--- src/hdl/bwal_pkg.sv ---
`default_nettype none
// bwal_pkg: shared types, widths and constants of the windowed battery gauge
// no dependencies; used by every module of the block

package bwal_pkg;

  localparam int unsigned MAX_SAMPLES = 1023;

  localparam int unsigned MV_W   = 13;
  localparam int unsigned TS_W   = 32;
  localparam int unsigned WIN_W  = 16;
  localparam int unsigned LVL_W  = 7;
  localparam int unsigned CLS_W  = 3;
  localparam int unsigned ALR_W  = 2;
  localparam int unsigned CFG_W  = 16;
  localparam int unsigned IDX_W  = 2;
  localparam int unsigned CNT_W  = $clog2(MAX_SAMPLES + 1);
  localparam int unsigned SUM_W  = MV_W + CNT_W;
  localparam int unsigned NUM_W  = SUM_W + LVL_W;
  localparam int unsigned DEN_W  = SUM_W;
  localparam int unsigned STEP_W = $clog2(NUM_W);

  // queue between front and back, power of two
  localparam int unsigned QDEPTH = 2;
  localparam int unsigned QPTR_W = $clog2(QDEPTH);
  localparam int unsigned QCNT_W = $clog2(QDEPTH + 1);

  localparam logic [LVL_W-1:0] LEVEL_MAX   = LVL_W'(100);
  localparam logic [LVL_W-1:0] LVL_CRIT_TH = LVL_W'(10);
  localparam logic [LVL_W-1:0] LVL_LOW_TH  = LVL_W'(25);
  localparam logic [LVL_W-1:0] LVL_MED_TH  = LVL_W'(50);
  localparam logic [LVL_W-1:0] LVL_HIGH_TH = LVL_W'(75);

  localparam logic [WIN_W-1:0] RST_WINDOW = WIN_W'(10000);
  localparam logic [MV_W-1:0]  RST_FLOOR  = MV_W'(100);
  localparam logic [MV_W-1:0]  RST_EMPTY  = MV_W'(3300);
  localparam logic [MV_W-1:0]  RST_FULL   = MV_W'(4200);

  typedef enum logic [CLS_W-1:0] {
    CLS_CRITICAL = 3'd0,
    CLS_LOW      = 3'd1,
    CLS_MEDIUM   = 3'd2,
    CLS_HIGH     = 3'd3,
    CLS_FULL     = 3'd4
  } class_t;

  typedef enum logic [ALR_W-1:0] {
    ALERT_NONE = 2'd0,
    ALERT_CRIT = 2'd1,
    ALERT_LOW  = 2'd2
  } alert_t;

  typedef enum logic [IDX_W-1:0] {
    CFG_WINDOW = 2'd0,
    CFG_FLOOR  = 2'd1,
    CFG_EMPTY  = 2'd2,
    CFG_FULL   = 2'd3
  } cfg_idx_t;

  typedef enum logic [3:0] {
    ST_IDLE,
    ST_ACC,
    ST_TEST,
    ST_MUL_LO,
    ST_MUL_HI,
    ST_MUL_DEN,
    ST_PCT,
    ST_DIV_AVG,
    ST_WAIT_AVG,
    ST_DIV_LVL,
    ST_WAIT_LVL,
    ST_FIN,
    ST_EMIT
  } back_state_t;

  typedef struct packed {
    logic [WIN_W-1:0] window;
    logic [MV_W-1:0]  floor_mv;
    logic [MV_W-1:0]  empty_mv;
    logic [MV_W-1:0]  full_mv;
  } cfg_t;

  typedef struct packed {
    logic [MV_W-1:0] mv;
    logic [TS_W-1:0] now;
    logic            valid;
  } item_t;

  typedef struct packed {
    logic             ready_res;
    logic             updated;
    logic [MV_W-1:0]  average_mv;
    logic [LVL_W-1:0] level_pct;
    class_t           charge_class;
    alert_t           alert;
  } res_t;

  function automatic class_t class_of(input logic [LVL_W-1:0] lv);
    class_t c;
    priority if (lv <= LVL_CRIT_TH) c = CLS_CRITICAL;
    else if (lv <= LVL_LOW_TH)      c = CLS_LOW;
    else if (lv <= LVL_MED_TH)      c = CLS_MEDIUM;
    else if (lv <= LVL_HIGH_TH)     c = CLS_HIGH;
    else                            c = CLS_FULL;
    return c;
  endfunction

endpackage

`default_nettype wire

--- src/hdl/bwal_front.sv ---
`default_nettype none
// bwal_front: input side, tags each item against the validity floor
// and holds it in a short queue for the back end; uses bwal_pkg

module bwal_front (
  input  wire                        clk,
  input  wire                        rst_n,
  input  wire                        push,
  output logic                       full,
  input  wire  [bwal_pkg::MV_W-1:0]  sample_mv,
  input  wire  [bwal_pkg::TS_W-1:0]  now_ms,
  input  wire  [bwal_pkg::MV_W-1:0]  floor_mv,
  input  wire                        q_pop,
  output logic                       q_empty,
  output bwal_pkg::item_t            q_item
);

  bwal_pkg::item_t                  mem_r [bwal_pkg::QDEPTH];
  logic [bwal_pkg::QPTR_W-1:0]      wr_ptr_r, rd_ptr_r;
  logic [bwal_pkg::QCNT_W-1:0]      count_r;
  logic                             do_push, do_pop;
  bwal_pkg::item_t                  push_item;

  assign full    = (count_r == bwal_pkg::QCNT_W'(bwal_pkg::QDEPTH));
  assign q_empty = (count_r == '0);
  assign do_push = push && !full;
  assign do_pop  = q_pop && !q_empty;
  assign q_item  = mem_r[rd_ptr_r];

  always_comb begin
    push_item.mv    = sample_mv;
    push_item.now   = now_ms;
    push_item.valid = (sample_mv > floor_mv);
  end

  always_ff @(posedge clk) begin
    if (do_push) begin
      mem_r[wr_ptr_r] <= push_item;
    end
  end

  always_ff @(posedge clk) begin
    if (!rst_n) begin
      wr_ptr_r <= '0;
      rd_ptr_r <= '0;
      count_r  <= '0;
    end else begin
      if (do_push) begin
        wr_ptr_r <= wr_ptr_r + bwal_pkg::QPTR_W'(1);
      end
      if (do_pop) begin
        rd_ptr_r <= rd_ptr_r + bwal_pkg::QPTR_W'(1);
      end
      if (do_push && !do_pop) begin
        count_r <= count_r + bwal_pkg::QCNT_W'(1);
      end else if (do_pop && !do_push) begin
        count_r <= count_r - bwal_pkg::QCNT_W'(1);
      end
    end
  end

endmodule

`default_nettype wire

--- src/hdl/bwal_div.sv ---
`default_nettype none
// bwal_div: restoring divider, one quotient bit per cycle
// uses bwal_pkg widths; shared by the average and level paths

module bwal_div (
  input  wire                         clk,
  input  wire                         rst_n,
  input  wire                         start,
  input  wire  [bwal_pkg::NUM_W-1:0]  dividend,
  input  wire  [bwal_pkg::DEN_W-1:0]  divisor,
  output logic                        done,
  output logic [bwal_pkg::NUM_W-1:0]  quotient
);

  localparam int unsigned NW = bwal_pkg::NUM_W;
  localparam int unsigned DW = bwal_pkg::DEN_W;

  logic                             busy_r, done_r;
  logic [bwal_pkg::STEP_W-1:0]      step_r;
  logic [DW-1:0]                    rem_r, dsr_r;
  logic [NW-1:0]                    quo_r;
  logic [DW:0]                      rem_sh;
  logic [DW+1:0]                    diff;
  logic                             qbit;
  logic [DW-1:0]                    rem_nxt;

  assign rem_sh   = {rem_r, quo_r[NW-1]};
  assign diff     = {1'b0, rem_sh} - {2'b00, dsr_r};
  assign qbit     = !diff[DW+1];
  assign rem_nxt  = qbit ? diff[DW-1:0] : rem_sh[DW-1:0];
  assign done     = done_r;
  assign quotient = quo_r;

  always_ff @(posedge clk) begin
    if (!rst_n) begin
      busy_r <= 1'b0;
      done_r <= 1'b0;
      step_r <= '0;
    end else begin
      done_r <= 1'b0;
      if (start) begin
        busy_r <= 1'b1;
        step_r <= '0;
      end else if (busy_r) begin
        step_r <= step_r + bwal_pkg::STEP_W'(1);
        if (step_r == bwal_pkg::STEP_W'(NW - 1)) begin
          busy_r <= 1'b0;
          done_r <= 1'b1;
        end
      end
    end
  end

  always_ff @(posedge clk) begin
    if (start) begin
      rem_r <= '0;
      dsr_r <= divisor;
      quo_r <= dividend;
    end else if (busy_r) begin
      rem_r <= rem_nxt;
      quo_r <= {quo_r[NW-2:0], qbit};
    end
  end

endmodule

`default_nettype wire

--- src/hdl/bwal_back.sv ---
`default_nettype none
// bwal_back: window accumulator, level sequencer and result register
// uses bwal_pkg and bwal_div

module bwal_back (
  input  wire                 clk,
  input  wire                 rst_n,
  input  bwal_pkg::cfg_t      cfg,
  input  wire                 q_empty,
  input  bwal_pkg::item_t     q_item,
  output logic                q_pop,
  output logic                res_valid,
  output bwal_pkg::res_t      res,
  input  wire                 res_pop
);

  localparam int unsigned MV_W  = bwal_pkg::MV_W;
  localparam int unsigned SUM_W = bwal_pkg::SUM_W;
  localparam int unsigned CNT_W = bwal_pkg::CNT_W;
  localparam int unsigned NUM_W = bwal_pkg::NUM_W;
  localparam int unsigned LVL_W = bwal_pkg::LVL_W;
  localparam int unsigned TS_W  = bwal_pkg::TS_W;

  bwal_pkg::back_state_t state_r, state_nxt;

  // window state
  logic [SUM_W-1:0]    sum_r;
  logic [CNT_W-1:0]    cnt_r;
  logic [TS_W-1:0]     start_r;
  logic [MV_W-1:0]     avg_hold_r;
  logic [LVL_W-1:0]    level_hold_r;
  bwal_pkg::class_t    class_hold_r;
  logic                have_r;

  // per item work registers
  bwal_pkg::item_t     item_r;
  logic [TS_W-1:0]     elapsed_r;
  logic [SUM_W-1:0]    lo_r, hi_r, den_r;
  logic [NUM_W-1:0]    num_r;
  logic [MV_W-1:0]     avg_r;
  logic [LVL_W-1:0]    level_r;
  logic                need_div_r;
  logic                upd_r;

  // result register
  logic                res_valid_r;
  bwal_pkg::res_t      res_r;

  logic                close_win;
  logic [MV_W-1:0]     mul_a;
  logic [SUM_W-1:0]    mul_p;
  logic                div_start;
  logic [NUM_W-1:0]    div_dividend;
  logic [SUM_W-1:0]    div_divisor;
  logic                div_done;
  logic [NUM_W-1:0]    div_q;
  logic                res_load;
  logic                lvl_zero, lvl_full;
  bwal_pkg::alert_t    alert_now;

  bwal_div u_div (
    .clk      (clk),
    .rst_n    (rst_n),
    .start    (div_start),
    .dividend (div_dividend),
    .divisor  (div_divisor),
    .done     (div_done),
    .quotient (div_q)
  );

  assign close_win = (elapsed_r >= TS_W'(cfg.window)) && (cnt_r != '0);
  assign mul_p     = {{(SUM_W-MV_W){1'b0}}, mul_a} * {{(SUM_W-CNT_W){1'b0}}, cnt_r};
  assign lvl_zero  = (sum_r <= lo_r);
  assign lvl_full  = (sum_r >= hi_r) || (cfg.full_mv <= cfg.empty_mv);
  assign res_valid = res_valid_r;
  assign res       = res_r;

  always_comb begin
    alert_now = bwal_pkg::ALERT_NONE;
    if (have_r) begin
      if (class_hold_r == bwal_pkg::CLS_CRITICAL) begin
        alert_now = bwal_pkg::ALERT_CRIT;
      end else if (class_hold_r == bwal_pkg::CLS_LOW) begin
        alert_now = bwal_pkg::ALERT_LOW;
      end
    end
  end

  always_ff @(posedge clk) begin
    if (!rst_n) begin
      state_r <= bwal_pkg::ST_IDLE;
    end else begin
      state_r <= state_nxt;
    end
  end

  always_comb begin
    state_nxt = state_r;
    q_pop     = 1'b0;
    div_start = 1'b0;
    res_load  = 1'b0;
    mul_a     = cfg.empty_mv;
    if (state_r == bwal_pkg::ST_DIV_LVL) begin
      div_dividend = num_r;
      div_divisor  = den_r;
    end else begin
      div_dividend = NUM_W'(sum_r);
      div_divisor  = SUM_W'(cnt_r);
    end
    unique case (state_r)
      bwal_pkg::ST_IDLE: begin
        if (!q_empty) begin
          q_pop     = 1'b1;
          state_nxt = bwal_pkg::ST_ACC;
        end
      end
      bwal_pkg::ST_ACC: begin
        state_nxt = bwal_pkg::ST_TEST;
      end
      bwal_pkg::ST_TEST: begin
        state_nxt = close_win ? bwal_pkg::ST_MUL_LO : bwal_pkg::ST_EMIT;
      end
      bwal_pkg::ST_MUL_LO: begin
        mul_a     = cfg.empty_mv;
        state_nxt = bwal_pkg::ST_MUL_HI;
      end
      bwal_pkg::ST_MUL_HI: begin
        mul_a     = cfg.full_mv;
        state_nxt = bwal_pkg::ST_MUL_DEN;
      end
      bwal_pkg::ST_MUL_DEN: begin
        mul_a     = cfg.full_mv - cfg.empty_mv;
        state_nxt = bwal_pkg::ST_PCT;
      end
      bwal_pkg::ST_PCT: begin
        state_nxt = bwal_pkg::ST_DIV_AVG;
      end
      bwal_pkg::ST_DIV_AVG: begin
        div_start = 1'b1;
        state_nxt = bwal_pkg::ST_WAIT_AVG;
      end
      bwal_pkg::ST_WAIT_AVG: begin
        if (div_done) begin
          state_nxt = need_div_r ? bwal_pkg::ST_DIV_LVL : bwal_pkg::ST_FIN;
        end
      end
      bwal_pkg::ST_DIV_LVL: begin
        div_start = 1'b1;
        state_nxt = bwal_pkg::ST_WAIT_LVL;
      end
      bwal_pkg::ST_WAIT_LVL: begin
        if (div_done) begin
          state_nxt = bwal_pkg::ST_FIN;
        end
      end
      bwal_pkg::ST_FIN: begin
        state_nxt = bwal_pkg::ST_EMIT;
      end
      bwal_pkg::ST_EMIT: begin
        if (!res_valid_r || res_pop) begin
          res_load  = 1'b1;
          state_nxt = bwal_pkg::ST_IDLE;
        end
      end
      default: begin
        state_nxt = bwal_pkg::ST_IDLE;
      end
    endcase
  end

  // window state, cleared by reset
  always_ff @(posedge clk) begin
    if (!rst_n) begin
      sum_r        <= '0;
      cnt_r        <= '0;
      start_r      <= '0;
      avg_hold_r   <= '0;
      level_hold_r <= '0;
      class_hold_r <= bwal_pkg::CLS_CRITICAL;
      have_r       <= 1'b0;
      upd_r        <= 1'b0;
    end else begin
      if (state_r == bwal_pkg::ST_ACC) begin
        upd_r <= 1'b0;
        if (item_r.valid && (cnt_r < CNT_W'(bwal_pkg::MAX_SAMPLES))) begin
          sum_r <= sum_r + SUM_W'(item_r.mv);
          cnt_r <= cnt_r + CNT_W'(1);
        end
      end
      if (state_r == bwal_pkg::ST_FIN) begin
        avg_hold_r   <= avg_r;
        level_hold_r <= level_r;
        class_hold_r <= bwal_pkg::class_of(level_r);
        have_r       <= 1'b1;
        sum_r        <= '0;
        cnt_r        <= '0;
        start_r      <= item_r.now;
        upd_r        <= 1'b1;
      end
    end
  end

  // work registers
  always_ff @(posedge clk) begin
    if (q_pop) begin
      item_r <= q_item;
    end
    if (state_r == bwal_pkg::ST_ACC) begin
      elapsed_r <= item_r.now - start_r;
    end
    if (state_r == bwal_pkg::ST_MUL_LO) begin
      lo_r <= mul_p;
    end
    if (state_r == bwal_pkg::ST_MUL_HI) begin
      hi_r <= mul_p;
    end
    if (state_r == bwal_pkg::ST_MUL_DEN) begin
      den_r <= mul_p;
    end
    if (state_r == bwal_pkg::ST_PCT) begin
      num_r <= NUM_W'(sum_r - lo_r) * NUM_W'(bwal_pkg::LEVEL_MAX);
      priority if (lvl_zero) begin
        level_r    <= '0;
        need_div_r <= 1'b0;
      end else if (lvl_full) begin
        level_r    <= bwal_pkg::LEVEL_MAX;
        need_div_r <= 1'b0;
      end else begin
        level_r    <= '0;
        need_div_r <= 1'b1;
      end
    end
    if ((state_r == bwal_pkg::ST_WAIT_AVG) && div_done) begin
      avg_r <= (|div_q[NUM_W-1:MV_W]) ? '1 : div_q[MV_W-1:0];
    end
    if ((state_r == bwal_pkg::ST_WAIT_LVL) && div_done) begin
      level_r <= (div_q > NUM_W'(bwal_pkg::LEVEL_MAX)) ? bwal_pkg::LEVEL_MAX
                                                       : div_q[LVL_W-1:0];
    end
  end

  // result register
  always_ff @(posedge clk) begin
    if (!rst_n) begin
      res_valid_r <= 1'b0;
    end else if (res_load) begin
      res_valid_r <= 1'b1;
    end else if (res_pop) begin
      res_valid_r <= 1'b0;
    end
  end

  always_ff @(posedge clk) begin
    if (res_load) begin
      res_r.ready_res    <= have_r;
      res_r.updated      <= upd_r;
      res_r.average_mv   <= avg_hold_r;
      res_r.level_pct    <= level_hold_r;
      res_r.charge_class <= class_hold_r;
      res_r.alert        <= alert_now;
    end
  end

endmodule

`default_nettype wire

--- src/hdl/battery_window_average_level.sv ---
`default_nettype none
// battery_window_average_level: top level of the windowed battery gauge
// holds the config registers; uses bwal_pkg, bwal_front, bwal_back
//
//  channel | direction | handshake           | payload
//  --------+-----------+---------------------+--------------------------------------
//  in_     | to block  | in_push / in_full   | sample_mv, now_ms
//  out_    | from blk  | out_empty / out_pop | ready_res, updated, average_mv,
//          |           |                     | level_pct, charge_class, alert
//  cfg_    | to block  | cfg_valid/cfg_ready | cfg_index, cfg_data
//
//  an item that does not close a window passes these back end steps in order:
//  pop, accumulate, window test, emit
//  a closing item adds 3 multiply steps, 1 scale step, an average division
//  (start, 30 quotient bits, done), another division for the level when it
//  lies strictly between empty and full, and a step that updates the holds
//  a two item queue sits between front and back; the result register waits
//  for out_pop while new items still enter the queue
//  rst_n is synchronous; it clears the window, holds and config to defaults

module battery_window_average_level (
  input  wire                          clk,
  input  wire                          rst_n,
  // input items
  input  wire                          in_push,
  output logic                         in_full,
  input  wire  [bwal_pkg::MV_W-1:0]    in_sample_mv,
  input  wire  [bwal_pkg::TS_W-1:0]    in_now_ms,
  // result items
  output logic                         out_empty,
  input  wire                          out_pop,
  output logic                         out_ready_res,
  output logic                         out_updated,
  output logic [bwal_pkg::MV_W-1:0]    out_average_mv,
  output logic [bwal_pkg::LVL_W-1:0]   out_level_pct,
  output logic [bwal_pkg::CLS_W-1:0]   out_charge_class,
  output logic [bwal_pkg::ALR_W-1:0]   out_alert,
  // config writes
  input  wire                          cfg_valid,
  output logic                         cfg_ready,
  input  wire  [bwal_pkg::IDX_W-1:0]   cfg_index,
  input  wire  [bwal_pkg::CFG_W-1:0]   cfg_data
);

  bwal_pkg::cfg_t   cfg_r;
  logic             q_pop, q_empty;
  bwal_pkg::item_t  q_item;
  logic             res_valid;
  bwal_pkg::res_t   res;

  // writes are always taken
  assign cfg_ready = 1'b1;

  always_ff @(posedge clk) begin
    if (!rst_n) begin
      cfg_r.window   <= bwal_pkg::RST_WINDOW;
      cfg_r.floor_mv <= bwal_pkg::RST_FLOOR;
      cfg_r.empty_mv <= bwal_pkg::RST_EMPTY;
      cfg_r.full_mv  <= bwal_pkg::RST_FULL;
    end else if (cfg_valid && cfg_ready) begin
      unique case (bwal_pkg::cfg_idx_t'(cfg_index))
        bwal_pkg::CFG_WINDOW: cfg_r.window   <= cfg_data[bwal_pkg::WIN_W-1:0];
        bwal_pkg::CFG_FLOOR:  cfg_r.floor_mv <= cfg_data[bwal_pkg::MV_W-1:0];
        bwal_pkg::CFG_EMPTY:  cfg_r.empty_mv <= cfg_data[bwal_pkg::MV_W-1:0];
        bwal_pkg::CFG_FULL:   cfg_r.full_mv  <= cfg_data[bwal_pkg::MV_W-1:0];
        default: begin
        end
      endcase
    end
  end

  // front: floor check and item queue
  bwal_front u_front (
    .clk       (clk),
    .rst_n     (rst_n),
    .push      (in_push),
    .full      (in_full),
    .sample_mv (in_sample_mv),
    .now_ms    (in_now_ms),
    .floor_mv  (cfg_r.floor_mv),
    .q_pop     (q_pop),
    .q_empty   (q_empty),
    .q_item    (q_item)
  );

  // back: window accumulation, average, level, class, result register
  bwal_back u_back (
    .clk       (clk),
    .rst_n     (rst_n),
    .cfg       (cfg_r),
    .q_empty   (q_empty),
    .q_item    (q_item),
    .q_pop     (q_pop),
    .res_valid (res_valid),
    .res       (res),
    .res_pop   (out_pop)
  );

  assign out_empty        = !res_valid;
  assign out_ready_res    = res.ready_res;
  assign out_updated      = res.updated;
  assign out_average_mv   = res.average_mv;
  assign out_level_pct    = res.level_pct;
  assign out_charge_class = res.charge_class;
  assign out_alert        = res.alert;

endmodule

`default_nettype wire
--- config.mk ---
export PLATFORM = sky130hd
export DESIGN_NAME = battery_window_average_level
export DESIGN_NICKNAME = d
export VERILOG_FILES = /design/src/hdl/bwal_pkg.sv /design/src/hdl/bwal_front.sv /design/src/hdl/bwal_div.sv /design/src/hdl/bwal_back.sv /design/src/hdl/battery_window_average_level.sv
export SDC_FILE = /design/constraint.sdc
export NUM_CORES = 1
export LEC_CHECK = 0
export BUFFER_PORTS_ARGS = -buffer_cell sky130_fd_sc_hd__buf_4
export CAP_MARGIN = 10
export CORE_MARGIN = 4
export CORE_UTILIZATION = 57
export DETAILED_ROUTE_END_ITERATION = 8
export PLACE_DENSITY = 0.77
export SYNTH_ARGS = -nofsm -noshare
export SYNTH_HDL_FRONTEND = slang
export SYNTH_SLANG_ARGS = --single-unit
--- constraint.sdc ---
create_clock -name clk -period 7.46 [get_ports clk]
set_input_delay 1.492 -clock clk [delete_from_list [all_inputs] [get_ports clk]]
set_output_delay 1.492 -clock clk [all_outputs]
set_load 0.05 [all_outputs]
==> flow_metrics.env <==
export IMPL_pwr_share_clk_pct=21.0
export IMPL_worst_setup_path_end_kind="flop"
export IMPL_r2r_start="cfg_r[15]"
export IMPL_synth_most_common_cell="edfxtp_1"
export IMPL_drive_gt1_share_pct=11.11
export IMPL_fp_dieH_microns=247.8
export IMPL_synth_area_per_cell_sq_um=10.53
export IMPL_multi_input_area_sq_um=16500
export IMPL_startpoint="cfg_r[15]"
export IMPL_finClkSkew_ns=0.01899
export IMPL_p_sw_mw=5.214
export IMPL_intPower_mw=8.628
export IMPL_die_area_sq_um=61430
export IMPL_p_per_area_nw_per_um2=377.5
export IMPL_insertion_delay_ns=0.62
export IMPL_fin_hold_ws_ns=0.4317
export IMPL_drt_wl_total_mm=77.00
export IMPL_syn_to_final_growth_pct=11.84
export IMPL_grt_first_pass_wirelength_mm=124.0
export IMPL_wl_per_cell_microns=19.09
export IMPL_htree_num_levels=2
export IMPL_drc=0
export IMPL_clkTransAtPathRegs_ns=0.06
export IMPL_fin_nets=3697
export IMPL_ys_seq_elements=552
export IMPL_hold_viol=0
export IMPL_synth_top_flop_cell="edfxtp_1"
export IMPL_grt_pass1_vias=23640
export IMPL_synth_simple_area_share_pct=12.30
export IMPL_fmax_mhz=139.3
export IMPL_synth_seq_area_share_pct=44.93
export IMPL_synth_mux_area_fraction_pct=2.686
export IMPL_async_flop_share_pct=0
export IMPL_finalSetupViolations=0
export IMPL_start_kind="flop"
export IMPL_synth_common_cells="edfxtp_1, inv_1, nand2_1"
export IMPL_slew_viol_final=0
export IMPL_sw_frac_of_total_pct=37.66
export IMPL_cts_tree="yes"
export IMPL_dp_hpwl_mm=56.22
export IMPL_min_from="u_back.avg_hold_r[9]"
export IMPL_clock_sinks=552
export IMPL_maxSlewHeadroom_pct=22.34
export IMPL_status="complete, no violations"
export IMPL_grt_start_max_net_pins=55
export IMPL_die_width_microns=247.8
export IMPL_crit_path_frequent_cell="fa_1"
export IMPL_max_vdd_ir_drop_v=0.0004236
export IMPL_p_leak_nw=15.43
export IMPL_cpPeakStageDelay_ns=0.56
export IMPL_synth_xor_area_share_pct=3.766
export IMPL_synth_top_family_by_area="adder cells"
export IMPL_cp_max_fo=6
export IMPL_synthTopCellsByArea="edfxtp_1, dfxtp_1, ha_1"
export IMPL_fin_crit_sh_pct=96.21
export IMPL_syn_inst=3113
export IMPL_stdcell_area_sq_um=36670
export IMPL_period_minus_slack_ns=7.178
export IMPL_gr_usage_all_layers_pct=25.12
export IMPL_start_util_pct=57.82
export IMPL_gp_congestion=0.9069
export IMPL_drt_pass1_iterations=8
export IMPL_slowest_stage="fa_1"
export IMPL_yosys_warnings=0
export IMPL_cts_hold_buf=0
export IMPL_cp_required_ns=7.82
export IMPL_synth_nets=3582
export IMPL_comb_power_share_pct=47.4
export IMPL_seq_area_sq_um=14740
export IMPL_synth_compound_area_share_pct=13.06
export IMPL_synth_top_area_cell="edfxtp_1"
export IMPL_synth_top_area_share_pct=33.70
export IMPL_syn_area_sq_um=32790
export IMPL_maxCapViolations=0
export IMPL_path_class="reg -> reg"
export IMPL_tightest_slew_ns=1.165
export IMPL_drtIter0Drc=1563
export IMPL_max_clock_path_buffers=3
export IMPL_cts_root_buf="clkbuf_16"
export IMPL_viasPerCell=5.790
export IMPL_synth_adder_area_share_pct=17.91
export IMPL_dp_cells=3915
export IMPL_rows=87
export IMPL_vias=23360
export IMPL_portBuffers=96
export IMPL_place_area_sq_um=34510
export IMPL_crit_arrival_ns=7.54
export IMPL_io_pins=98
export IMPL_seqPwrFrac_pct=31.5
export IMPL_synth_edf_count=368
export IMPL_layout_cells_non_filler=4034
export IMPL_antenna_found_initial=2
export IMPL_ant_nets=0
export IMPL_cts_buffers_inserted=56
export IMPL_grt_overflow=0
export IMPL_hp_class="reg -> reg"
export IMPL_fillers=4316
export IMPL_fp_coreArea_sq_um=56710
export IMPL_yosysUniqueCellTypes=87
[cell type report]
class | instances | area share (%)
Multi-Input combinational cell | 2101 | 45.01
Antenna cell | 2 | 0.01365
Sequential cell | 552 | 40.19
Timing Repair Buffer | 155 | 3.248
Tap cell | 756 | 2.579
Clock buffer | 74 | 4.169
Inverter | 362 | 3.705
Clock inverter | 32 | 1.092
[layout by cell type (no fill, tap or decap), types with 37 or more instances in the layout]
master / netlist / final
edfxtp_1: 368 / 368
inv_1: 362 / 361
nand2_1: 318 / 318
ha_1: 287 / 284
a21oi_1: 188 / 183
dfxtp_1: 184 / 182
buf_4: 4 / 152
nor2_1: 140 / 135
fa_1: 114 / 113
o21ai_0: 103 / 99
xnor2_1: 89 / 88
and2_1: 78 / 78
a21o_1: 61 / 61
clkbuf_16: 0 / 56
mux2_2: 54 / 54
xor2_1: 52 / 52
nand2b_1: 41 / 41
nor3_1: 41 / 37
[cell families (layout without fill, tap and decap cells)]
kind of cell | after synthesis | count (layout)
and+or+nand+nor | 828 | 828
AOI/OAI and AO/OA | 649 | 649
DFF | 552 | 552
buffers and inverters | 460 | 623
adders and majority gates | 401 | 401
xor gates and xnor gates | 141 | 141
muxes | 81 | 81
other | 1 | 3
[path summary, 6_finish.rpt]
kind	cells past startpoint	slack (ns)	endpoint
max reg2reg	29	0.28	u_back.den_r[21]
max	29	0.28	u_back.den_r[21]
min	0	0.43	u_back.res[21]
min reg2reg	0	0.43	u_back.res[21]
[power by group through the flow]
stage	logic [mW]	registers, mW	clock network (mW)
2_1_floorplan	5.15	4.29	0
3_3_place_gp	6.14	4.40	0
3_5_place_dp	6.40	4.42	0
4_1_cts	6.51	4.36	2.95
5_1_grt	7.45	4.40	3.09
6_report	6.57	4.37	2.91
[layer usage]
| layer | global-route usage [%] | vias to the layer above | wire [microns] |
|---|---|---|---|
| met5 | 0 | - | 10 |
| met4 | 7.450 | 2 | 2140 |
| met3 | 3.911 | 142 | 4466 |
| met2 | 43.21 | 642 | 37340 |
| met1 | 33.08 | 11370 | 33030 |
| li1 | - | 11200 | - |
[through the flow]
step	setup TNS (ns)	setup slack (ns)	util, %	power (mW)
floorplan	0	0.4368	-	9.438
global placement	0	0.1242	60.85	10.54
detailed placement	-0.3406	-0.06214	60.85	10.83
CTS	0	0.04492	64.26	13.82
global route	-0.5102	-0.06164	64.65	14.94
finish	0	0.2824	64.66	13.84
[what timing repair did]
item	in CTS	in global routing
endpoints found under the setup margin	9	33
pin swaps	0	14
hold endpoints to repair	0	0
resized for setup	1	26
gates cloned	0	0
buffers inserted	0	8
[critical path: cells and delay by family, from the launching register on]
kind	cells	cell delay, ns
AND/OR/NAND/NOR	6	1.07
XOR/XNOR	1	0.17
flip-flops	1	0.33
AO/OA/AOI/OAI	9	1.46
adder cells (fa/ha/maj)	7	3.27
buffers and inverters	6	0.61
[flip-flops by register name, indices dropped and copies added, names as in the netlist, 23 cells and up]
signal / count
u_back.u_div.rem_r: 23
u_back.res: 27
u_back.elapsed_r: 32
u_back.den_r: 23
u_back.lo_r: 23
u_back.start_r: 32
u_back.num_r: 28
cfg_r: 55
u_back.u_div.quotient: 30
u_back.sum_r: 23
u_back.item_r: 46
u_back.u_div.dsr_r: 23
u_front.mem_r: 92
u_back.hi_r: 23
Power figures use the tool's default switching activity.
